--- src/hw/rtl/isl_pkg.sv ---
package isl_pkg;

  // field widths fixed by the interface
  localparam int unsigned OP_W       = 2;
  localparam int unsigned TIME_W     = 32;
  localparam int unsigned TEMP_W     = 16;
  localparam int unsigned INDEX_W    = 8;
  localparam int unsigned ENTRY_W    = 8;
  localparam int unsigned COUNT_OUT_W = 9;

  localparam int unsigned LOG_DEPTH_DEF = 256;
  localparam logic [TIME_W-1:0] INTERVAL_RESET = 32'd60000;
  localparam logic [ENTRY_W-1:0] ENTRY_MAX = 8'd255;

  typedef enum logic [OP_W-1:0] {
    OP_UPDATE = 2'd0,
    OP_READ   = 2'd1,
    OP_CLEAR  = 2'd2
  } isl_op_e;

  // saturate a signed tenths value into one unsigned byte
  function automatic logic [ENTRY_W-1:0] clamp_tenths(input logic signed [TEMP_W-1:0] t);
    logic [ENTRY_W-1:0] r;
    if (t > $signed({{(TEMP_W-ENTRY_W){1'b0}}, ENTRY_MAX})) begin
      r = ENTRY_MAX;
    end else if (t < 0) begin
      r = '0;
    end else begin
      r = t[ENTRY_W-1:0];
    end
    return r;
  endfunction

endpackage

--- src/hw/rtl/interval_sample_logger.sv ---
// channel   direction  handshake                   payload
// in        input      in_valid_i / in_ready_o     operation, current_time_ms,
//                                                  temperature_tenths, read_index
// out       output     out_valid_o / out_ready_i   entry_value, entry_present,
//                                                  sample_logged, entry_count
// cfg       input      cfg_we_i (no wait)          cfg_wdata_i -> log_interval_ms
//
// one transaction per cycle sustained while out_ready_i stays high; the input register
//   and the result register sit around one multiply-compare
// the log memory is read with a registered read port in the same pass
// rst_ni clears control state, the fill count, the start time and the interval
//   register (to 60000); log entries are not cleared, the fill count masks them
// a stalled output holds the pipe: the input register keeps its transaction and
//   in_ready_o drops only when both registers are full and out_ready_i is low
module interval_sample_logger #(
  parameter int unsigned LOG_DEPTH = isl_pkg::LOG_DEPTH_DEF
) (
  input  logic                               clk_i,
  input  logic                               rst_ni,
  // configuration
  input  logic                               cfg_we_i,
  input  logic [isl_pkg::TIME_W-1:0]         cfg_wdata_i,
  // input channel
  input  logic                               in_valid_i,
  output logic                               in_ready_o,
  input  logic [isl_pkg::OP_W-1:0]           operation_i,
  input  logic [isl_pkg::TIME_W-1:0]         current_time_ms_i,
  input  logic signed [isl_pkg::TEMP_W-1:0]  temperature_tenths_i,
  input  logic [isl_pkg::INDEX_W-1:0]        read_index_i,
  // output channel
  output logic                               out_valid_o,
  input  logic                               out_ready_i,
  output logic [isl_pkg::ENTRY_W-1:0]        entry_value_o,
  output logic                               entry_present_o,
  output logic                               sample_logged_o,
  output logic [isl_pkg::COUNT_OUT_W-1:0]    entry_count_o
);

  // address, count and product widths all follow the log depth
  localparam int unsigned AW   = (LOG_DEPTH > 1) ? $clog2(LOG_DEPTH) : 1;
  localparam int unsigned CW   = $clog2(LOG_DEPTH + 1);
  localparam int unsigned PW   = CW + isl_pkg::TIME_W;
  localparam int unsigned CMPW = CW + isl_pkg::INDEX_W;

  // configuration register
  logic [isl_pkg::TIME_W-1:0] interval_q;

  // input register
  logic                              s1_valid_q;
  logic [isl_pkg::OP_W-1:0]          s1_op_q;
  logic [isl_pkg::TIME_W-1:0]        s1_time_q;
  logic signed [isl_pkg::TEMP_W-1:0] s1_temp_q;
  logic [isl_pkg::INDEX_W-1:0]       s1_idx_q;

  // logger state
  logic [isl_pkg::TIME_W-1:0] start_q, start_d;
  logic [CW-1:0]              count_q, count_d;

  // result register
  logic out_valid_q;
  logic present_q, present_d;
  logic logged_q, logged_d;
  logic [isl_pkg::ENTRY_W-1:0] rd_data;

  // pass logic
  logic                       adv;
  logic [isl_pkg::TIME_W-1:0] start_eff;
  logic [isl_pkg::TIME_W-1:0] elapsed;
  logic [PW-1:0]              due;
  logic                       full;
  logic                       wr_en;

  // the input register moves on whenever the result register is free or drained
  assign adv        = s1_valid_q && (!out_valid_q || out_ready_i);
  assign in_ready_o = !s1_valid_q || adv;

  always_ff @(posedge clk_i or negedge rst_ni) begin
    if (!rst_ni) begin
      interval_q <= isl_pkg::INTERVAL_RESET;
    end else if (cfg_we_i) begin
      interval_q <= cfg_wdata_i;
    end
  end

  always_ff @(posedge clk_i or negedge rst_ni) begin
    if (!rst_ni) begin
      s1_valid_q <= 1'b0;
    end else if (in_ready_o) begin
      s1_valid_q <= in_valid_i;
    end
  end

  always_ff @(posedge clk_i) begin
    if (in_valid_i && in_ready_o) begin
      s1_op_q   <= operation_i;
      s1_time_q <= current_time_ms_i;
      s1_temp_q <= temperature_tenths_i;
      s1_idx_q  <= read_index_i;
    end
  end

  // a start of zero means not yet latched
  assign start_eff = (start_q == '0) ? s1_time_q : start_q;
  // elapsed time wraps modulo 2^32
  assign elapsed   = s1_time_q - start_eff;
  // exact product, wide enough that it never wraps
  assign due       = PW'(count_q) * PW'(interval_q);
  assign full      = (count_q >= CW'(LOG_DEPTH));

  always_comb begin
    start_d   = start_q;
    count_d   = count_q;
    present_d = 1'b0;
    logged_d  = 1'b0;
    wr_en     = 1'b0;
    case (s1_op_q)
      isl_pkg::OP_UPDATE: begin
        start_d = start_eff;
        if ((PW'(elapsed) >= due) && !full) begin
          wr_en    = 1'b1;
          logged_d = 1'b1;
          count_d  = count_q + 1'b1;
        end
      end
      isl_pkg::OP_READ: begin
        // index below the count is always inside the memory
        present_d = (CMPW'(s1_idx_q) < CMPW'(count_q));
      end
      isl_pkg::OP_CLEAR: begin
        start_d = '0;
        count_d = '0;
      end
      default: begin
        // unused code: state untouched, result carries the count only
      end
    endcase
  end

  always_ff @(posedge clk_i or negedge rst_ni) begin
    if (!rst_ni) begin
      start_q     <= '0;
      count_q     <= '0;
      out_valid_q <= 1'b0;
      present_q   <= 1'b0;
      logged_q    <= 1'b0;
    end else begin
      if (adv) begin
        start_q   <= start_d;
        count_q   <= count_d;
        present_q <= present_d;
        logged_q  <= logged_d;
      end
      if (adv) begin
        out_valid_q <= 1'b1;
      end else if (out_ready_i) begin
        out_valid_q <= 1'b0;
      end
    end
  end

  // log memory, read data lands together with the result register
  isl_store #(
    .DEPTH (LOG_DEPTH),
    .AW    (AW)
  ) u_store (
    .clk_i     (clk_i),
    .wr_en_i   (adv && wr_en),
    .wr_addr_i (AW'(count_q)),
    .wr_data_i (isl_pkg::clamp_tenths(s1_temp_q)),
    .rd_en_i   (adv),
    .rd_addr_i (AW'(s1_idx_q)),
    .rd_data_o (rd_data)
  );

  assign out_valid_o     = out_valid_q;
  assign entry_value_o   = present_q ? rd_data : '0;
  assign entry_present_o = present_q;
  assign sample_logged_o = logged_q;
  // the count register only moves together with the result register
  assign entry_count_o   = isl_pkg::COUNT_OUT_W'(count_q);

  // a logged sample bumps the count by exactly one
  assert property (@(posedge clk_i) disable iff (!rst_ni)
    (adv && wr_en) |=> (count_q == $past(count_q) + 1'b1))
    else $error("count did not follow a logged sample");

  // the fill count never passes the log depth
  assert property (@(posedge clk_i) disable iff (!rst_ni)
    count_q <= CW'(LOG_DEPTH))
    else $error("count beyond log depth");

  // a clear empties the log and forgets the start time
  assert property (@(posedge clk_i) disable iff (!rst_ni)
    (adv && (s1_op_q == isl_pkg::OP_CLEAR)) |=> ((count_q == '0) && (start_q == '0)))
    else $error("clear left state behind");

  // a read result never claims a logged sample
  assert property (@(posedge clk_i) disable iff (!rst_ni)
    (out_valid_q && present_q) |-> !logged_q)
    else $error("read and log flags both set");

  // state holds while a result waits to be taken
  assert property (@(posedge clk_i) disable iff (!rst_ni)
    (out_valid_q && !out_ready_i) |=> ($stable(count_q) && $stable(start_q)))
    else $error("state moved under a stalled result");

endmodule

--- src/hw/rtl/isl_store.sv ---
module isl_store #(
  parameter int unsigned DEPTH = isl_pkg::LOG_DEPTH_DEF,
  parameter int unsigned AW    = (DEPTH > 1) ? $clog2(DEPTH) : 1
) (
  input  logic                           clk_i,
  input  logic                           wr_en_i,
  input  logic [AW-1:0]                  wr_addr_i,
  input  logic [isl_pkg::ENTRY_W-1:0]    wr_data_i,
  input  logic                           rd_en_i,
  input  logic [AW-1:0]                  rd_addr_i,
  output logic [isl_pkg::ENTRY_W-1:0]    rd_data_o
);

  // no reset: entries are only read below the fill count
  logic [isl_pkg::ENTRY_W-1:0] mem_q [DEPTH];
  logic [isl_pkg::ENTRY_W-1:0] rd_data_q;

  always_ff @(posedge clk_i) begin
    if (wr_en_i) begin
      mem_q[wr_addr_i] <= wr_data_i;
    end
  end

  always_ff @(posedge clk_i) begin
    if (rd_en_i) begin
      rd_data_q <= mem_q[rd_addr_i];
    end
  end

  assign rd_data_o = rd_data_q;

endmodule
--- config.mk ---
export PLATFORM = sky130hd
export DESIGN_NAME = interval_sample_logger
export DESIGN_NICKNAME = d
export VERILOG_FILES = /design/src/hw/rtl/isl_pkg.sv /design/src/hw/rtl/interval_sample_logger.sv /design/src/hw/rtl/isl_store.sv
export SDC_FILE = /design/constraint.sdc
export NUM_CORES = 2
export LEC_CHECK = 0
export ABC_CLOCK_PERIOD_IN_PS = 9150
export BUFFER_PORTS_ARGS = -buffer_cell sky130_fd_sc_hd__buf_2
export CELL_PAD_IN_SITES_DETAIL_PLACEMENT = 1
export CELL_PAD_IN_SITES_GLOBAL_PLACEMENT = 1
export CORE_ASPECT_RATIO = 1.25
export CORE_MARGIN = 2
export CORE_UTILIZATION = 35
export CTS_BUF_LIST = sky130_fd_sc_hd__clkbuf_8
export DETAILED_ROUTE_END_ITERATION = 8
export MAX_ROUTING_LAYER = met4
export PLACE_DENSITY_LB_ADDON = 0.05
export SYNTH_ARGS = -nofsm -noshare
export SYNTH_HDL_FRONTEND = slang
export SYNTH_SLANG_ARGS = --single-unit
--- constraint.sdc ---
create_clock -name clk_i -period 9.15 [get_ports clk_i]
set_input_delay 0 -clock clk_i [delete_from_list [all_inputs] [get_ports clk_i]]
set_output_delay 0 -clock clk_i [all_outputs]
set_load 0.01 [all_outputs]
==> impl_metrics.env <==
export IMPL_post_route_min_period_ns=8.77
export IMPL_crit_slowest_cell="dfrtp_4"
export IMPL_htree_levels=5
export IMPL_crit_path_end="u_store.mem_q[67][6]$_DFFE_PP_"
export IMPL_drt_pass1_iterations=5
export IMPL_finalSetupViolCount=0
export IMPL_max_slew_worst_pin_slew_ns=1.34
export IMPL_ir_drop_v=0.000269
export IMPL_min_path_type="primary input to flip-flop"
export IMPL_setup_slack_ns=0.384
export IMPL_dieArea_mm2=0.282
export IMPL_cts_root_buf="clkbuf_8"
export IMPL_antenna_found_initial=15
export IMPL_period_share_pct=95.8
export IMPL_cap_viol_max_count=0
export IMPL_clk_pin_slew_ns=0.06
export IMPL_synth_seq_area_share_pct=67.4
export IMPL_cp_num_cells=35
export IMPL_max_stage_delay_ns=0.60
export IMPL_clk_latency_ns=1.01
export IMPL_io_buffer_count=115
export IMPL_clock_skew_ns=0.0635
export IMPL_power_leakage_nw=37.9
export IMPL_dp_hpwl_mm=200
export IMPL_ys_ff_latch=2191
export IMPL_route_detailed_drc=0
export IMPL_grt_setup_unrepaired="yes"
export IMPL_ys_warn_count=0
export IMPL_synth_fp_nets=5505
export IMPL_crit_buf_inv=11
export IMPL_critical_path_max_fanout=22
export IMPL_critical_path_class="flip-flop to flip-flop"
export IMPL_max_slew_margin_rel_pct=10.6
export IMPL_dp_cells=8860
export IMPL_hold_viol=0
export IMPL_drtAntennaViolNets=0
export IMPL_die_w_um=475
export IMPL_reg2reg_slack_ns=0.38
export IMPL_drtIter0Drc=3573
export IMPL_gp_congestion=0.812
export IMPL_power_density_mw_per_mm2=238
export IMPL_postSynthAreaPerCell_um2=19.2
export IMPL_synthCells=5063
export IMPL_crit_arrival_ns=9.46
export IMPL_design_area_mm2=0.115
export IMPL_via_per_inst=5.24
export IMPL_grt_pass1_vias=56636
export IMPL_placed_area_mm2=0.104
export IMPL_r2r_start="entry_count_o[0]$_DFFE_PN0P_"
export IMPL_routedWlPerCell_um=31.1
export IMPL_fin_hold_ws_ns=0.0953
export IMPL_async_flop_share_pct=3.51
export IMPL_setup_tns_ns=0
export IMPL_final_fill_count=26332
export IMPL_place_ws_ns=-0.175
export IMPL_multi_input_area_mm2=0.0312
export IMPL_power_total_mw=27.3
export IMPL_max_freq_ghz=0.114
export IMPL_slew_viol_final=0
export IMPL_die_h_um=593
export IMPL_start_util_pct=35.1
export IMPL_crit_path_end_kind="flip-flop"
export IMPL_grt_overflow=0
export IMPL_stdcell_count=9774
export IMPL_core_area_mm2=0.276
export IMPL_layout_nets=6212
export IMPL_synth_edf_count=2114
export IMPL_outcome="finished clean"
export IMPL_routed_wl_mm=304
export IMPL_cpMostUsedCell="buf_4"
export IMPL_globalRouteTotalUtil_pct=22.4
export IMPL_cts_tree="yes"
export IMPL_vias=51167
export IMPL_netlist_area_mm2=0.0971
export IMPL_synthFlopType="edfxtp_1"
export IMPL_grt_pass1_wl_mm=436
export IMPL_rows=216
export IMPL_layout_drive_gt1_share_pct=30.0
export IMPL_io_pins=116
export IMPL_startpoint="entry_count_o[0]$_DFFE_PN0P_"
export IMPL_grt_max_degree=170
export IMPL_regArea_mm2=0.0654
export IMPL_crit_family="adder cells"
export IMPL_areaGrowthSynthToFinish_pct=18.4
export IMPL_numCtsBuffers=372
export IMPL_clock_path_buffers=4
export IMPL_clkSinkCount=2191
export IMPL_required_ns=9.84
export IMPL_rr_worst_depth=35
export IMPL_startpoint_type="flip-flop"
export IMPL_r2r_end="u_store.mem_q[67][6]$_DFFE_PP_"
export IMPL_fin_util_pct=41.6
export IMPL_yosysUniqueCellTypes=76
==> Yosys cell counts (32+ instances only) <==
cell type	count	area [µm²]
buf_1	39	146
mux4_2	680	15300
fa_1	212	4240
clkbuf_1	202	758
buf_2	63	315
mux2_2	32	360
a21oi_1	109	546
nand2_1	258	968
nor4_1	43	269
and2_1	196	1230
ha_1	135	1690
dfrtp_1	70	1750
nor4_2	100	1250
o21ai_0	63	315
nor3_1	146	731
inv_1	188	706
a21o_1	37	278
xnor2_1	32	280
edfxtp_1	2114	63500
nor2_1	65	244
==> cells in the final DEF (no fill, tap or decap), types with 64 or more instances in the layout <==
master         Yosys  routed
buf_2             63     115
clkbuf_8           0     380
buf_12             0      77
fa_1             212     212
buf_4              1     233
and2_1           196     195
clkinv_1           0      83
nor4_4             0     112
nand2_1          258     256
ha_1             135     135
edfxtp_1        2114    2114
inv_1            188     305
mux4_2           680     680
dlygate4sd3_1      0     220
nor2_1            65      64
a21oi_1          109     101
nor3_1           146     100
==> final cells by class <==
cell class | count | area share, %
multi-input cells | 2369 | 27.1
clock inverters | 279 | 1.39
clock buffers | 380 | 4.55
well taps | 3706 | 4.03
repair buffers | 648 | 5.34
inverters | 188 | 0.616
diodes | 13 | 0.0283
flip-flops and latches | 2191 | 56.9
==> tightest hold or removal path, cell delays in order <==
cell and delay [ns]:
dlygate4sd3_1 0.53, buf_2 0.12, and2_4 0.23
==> how the worst min path moves through the flow <==
stage                from                            to  slack (ns)  depth (start not counted)
5_1_grt        in_valid_i         s1_idx_q[1]$_DFFE_PP_        0.05                          3
6_report       in_valid_i         s1_idx_q[1]$_DFFE_PP_         0.1                          3
4_1_cts        in_valid_i         s1_idx_q[1]$_DFFE_PP_        0.03                          3
2_1_floorplan      rst_ni  entry_count_o[0]$_DFFE_PN0P_       -0.30                          0
3_5_place_dp       rst_ni       start_q[12]$_DFFE_PN0P_       -0.03                          1
3_3_place_gp       rst_ni       start_q[13]$_DFFE_PN0P_       -0.03                          1
==> per-layer routing <==
layer / up-vias / GRT usage [%] / wire length (µm)
met3: 389 / 3.16 / 12400
met1: 27789 / 26.6 / 119000
met2: 1135 / 40.0 / 165000
met4: 0 / 5.46 / 7640
met5: - / - / 0
li1: 21854 / - / -
==> logic make-up after synthesis <==
logic type | count (synthesis) | share of synthesized area [%]
xor gates and xnor gates | 55 | 0.496
muxes | 718 | 16.2
AOI/OAI and AO/OA | 321 | 2.09
buffers and inverters | 503 | 2.11
DFF | 2191 | 67.4
adders and majority gates | 347 | 6.11
and+or+nand+nor | 928 | 5.62
==> flip-flops by register name, indices dropped and copies added, names as in the netlist <==
name               cells
s1_time_q             32
entry_count_o          9
start_q               32
sample_logged_o        1
s1_valid_q             1
u_store.mem_q       2048
s1_idx_q               8
s1_op_q                2
out_valid_o            1
s1_temp_q             16
u_store.rd_data_o      8
entry_present_o        1
interval_q            32
==> power by group <==
part | switching (mW) | total [mW] | internal (mW)
registers | 0.141 | 11.3 | 11.1
clock network | 4.10 | 8.39 | 4.29
logic | 4.69 | 7.70 | 3.01
total | 8.93 | 27.3 | 18.4
==> timing repair <==
action | in CTS | in global routing
endpoints found under the setup margin | 1169 | 1961
pin swaps | 8 | 11
hold buffers | 221 | 0
hold endpoints to repair | 188 | 0
setup buffers | 7 | 12
resized for setup | 109 | 62
No activity file was read; power rests on OpenSTA's default activity.
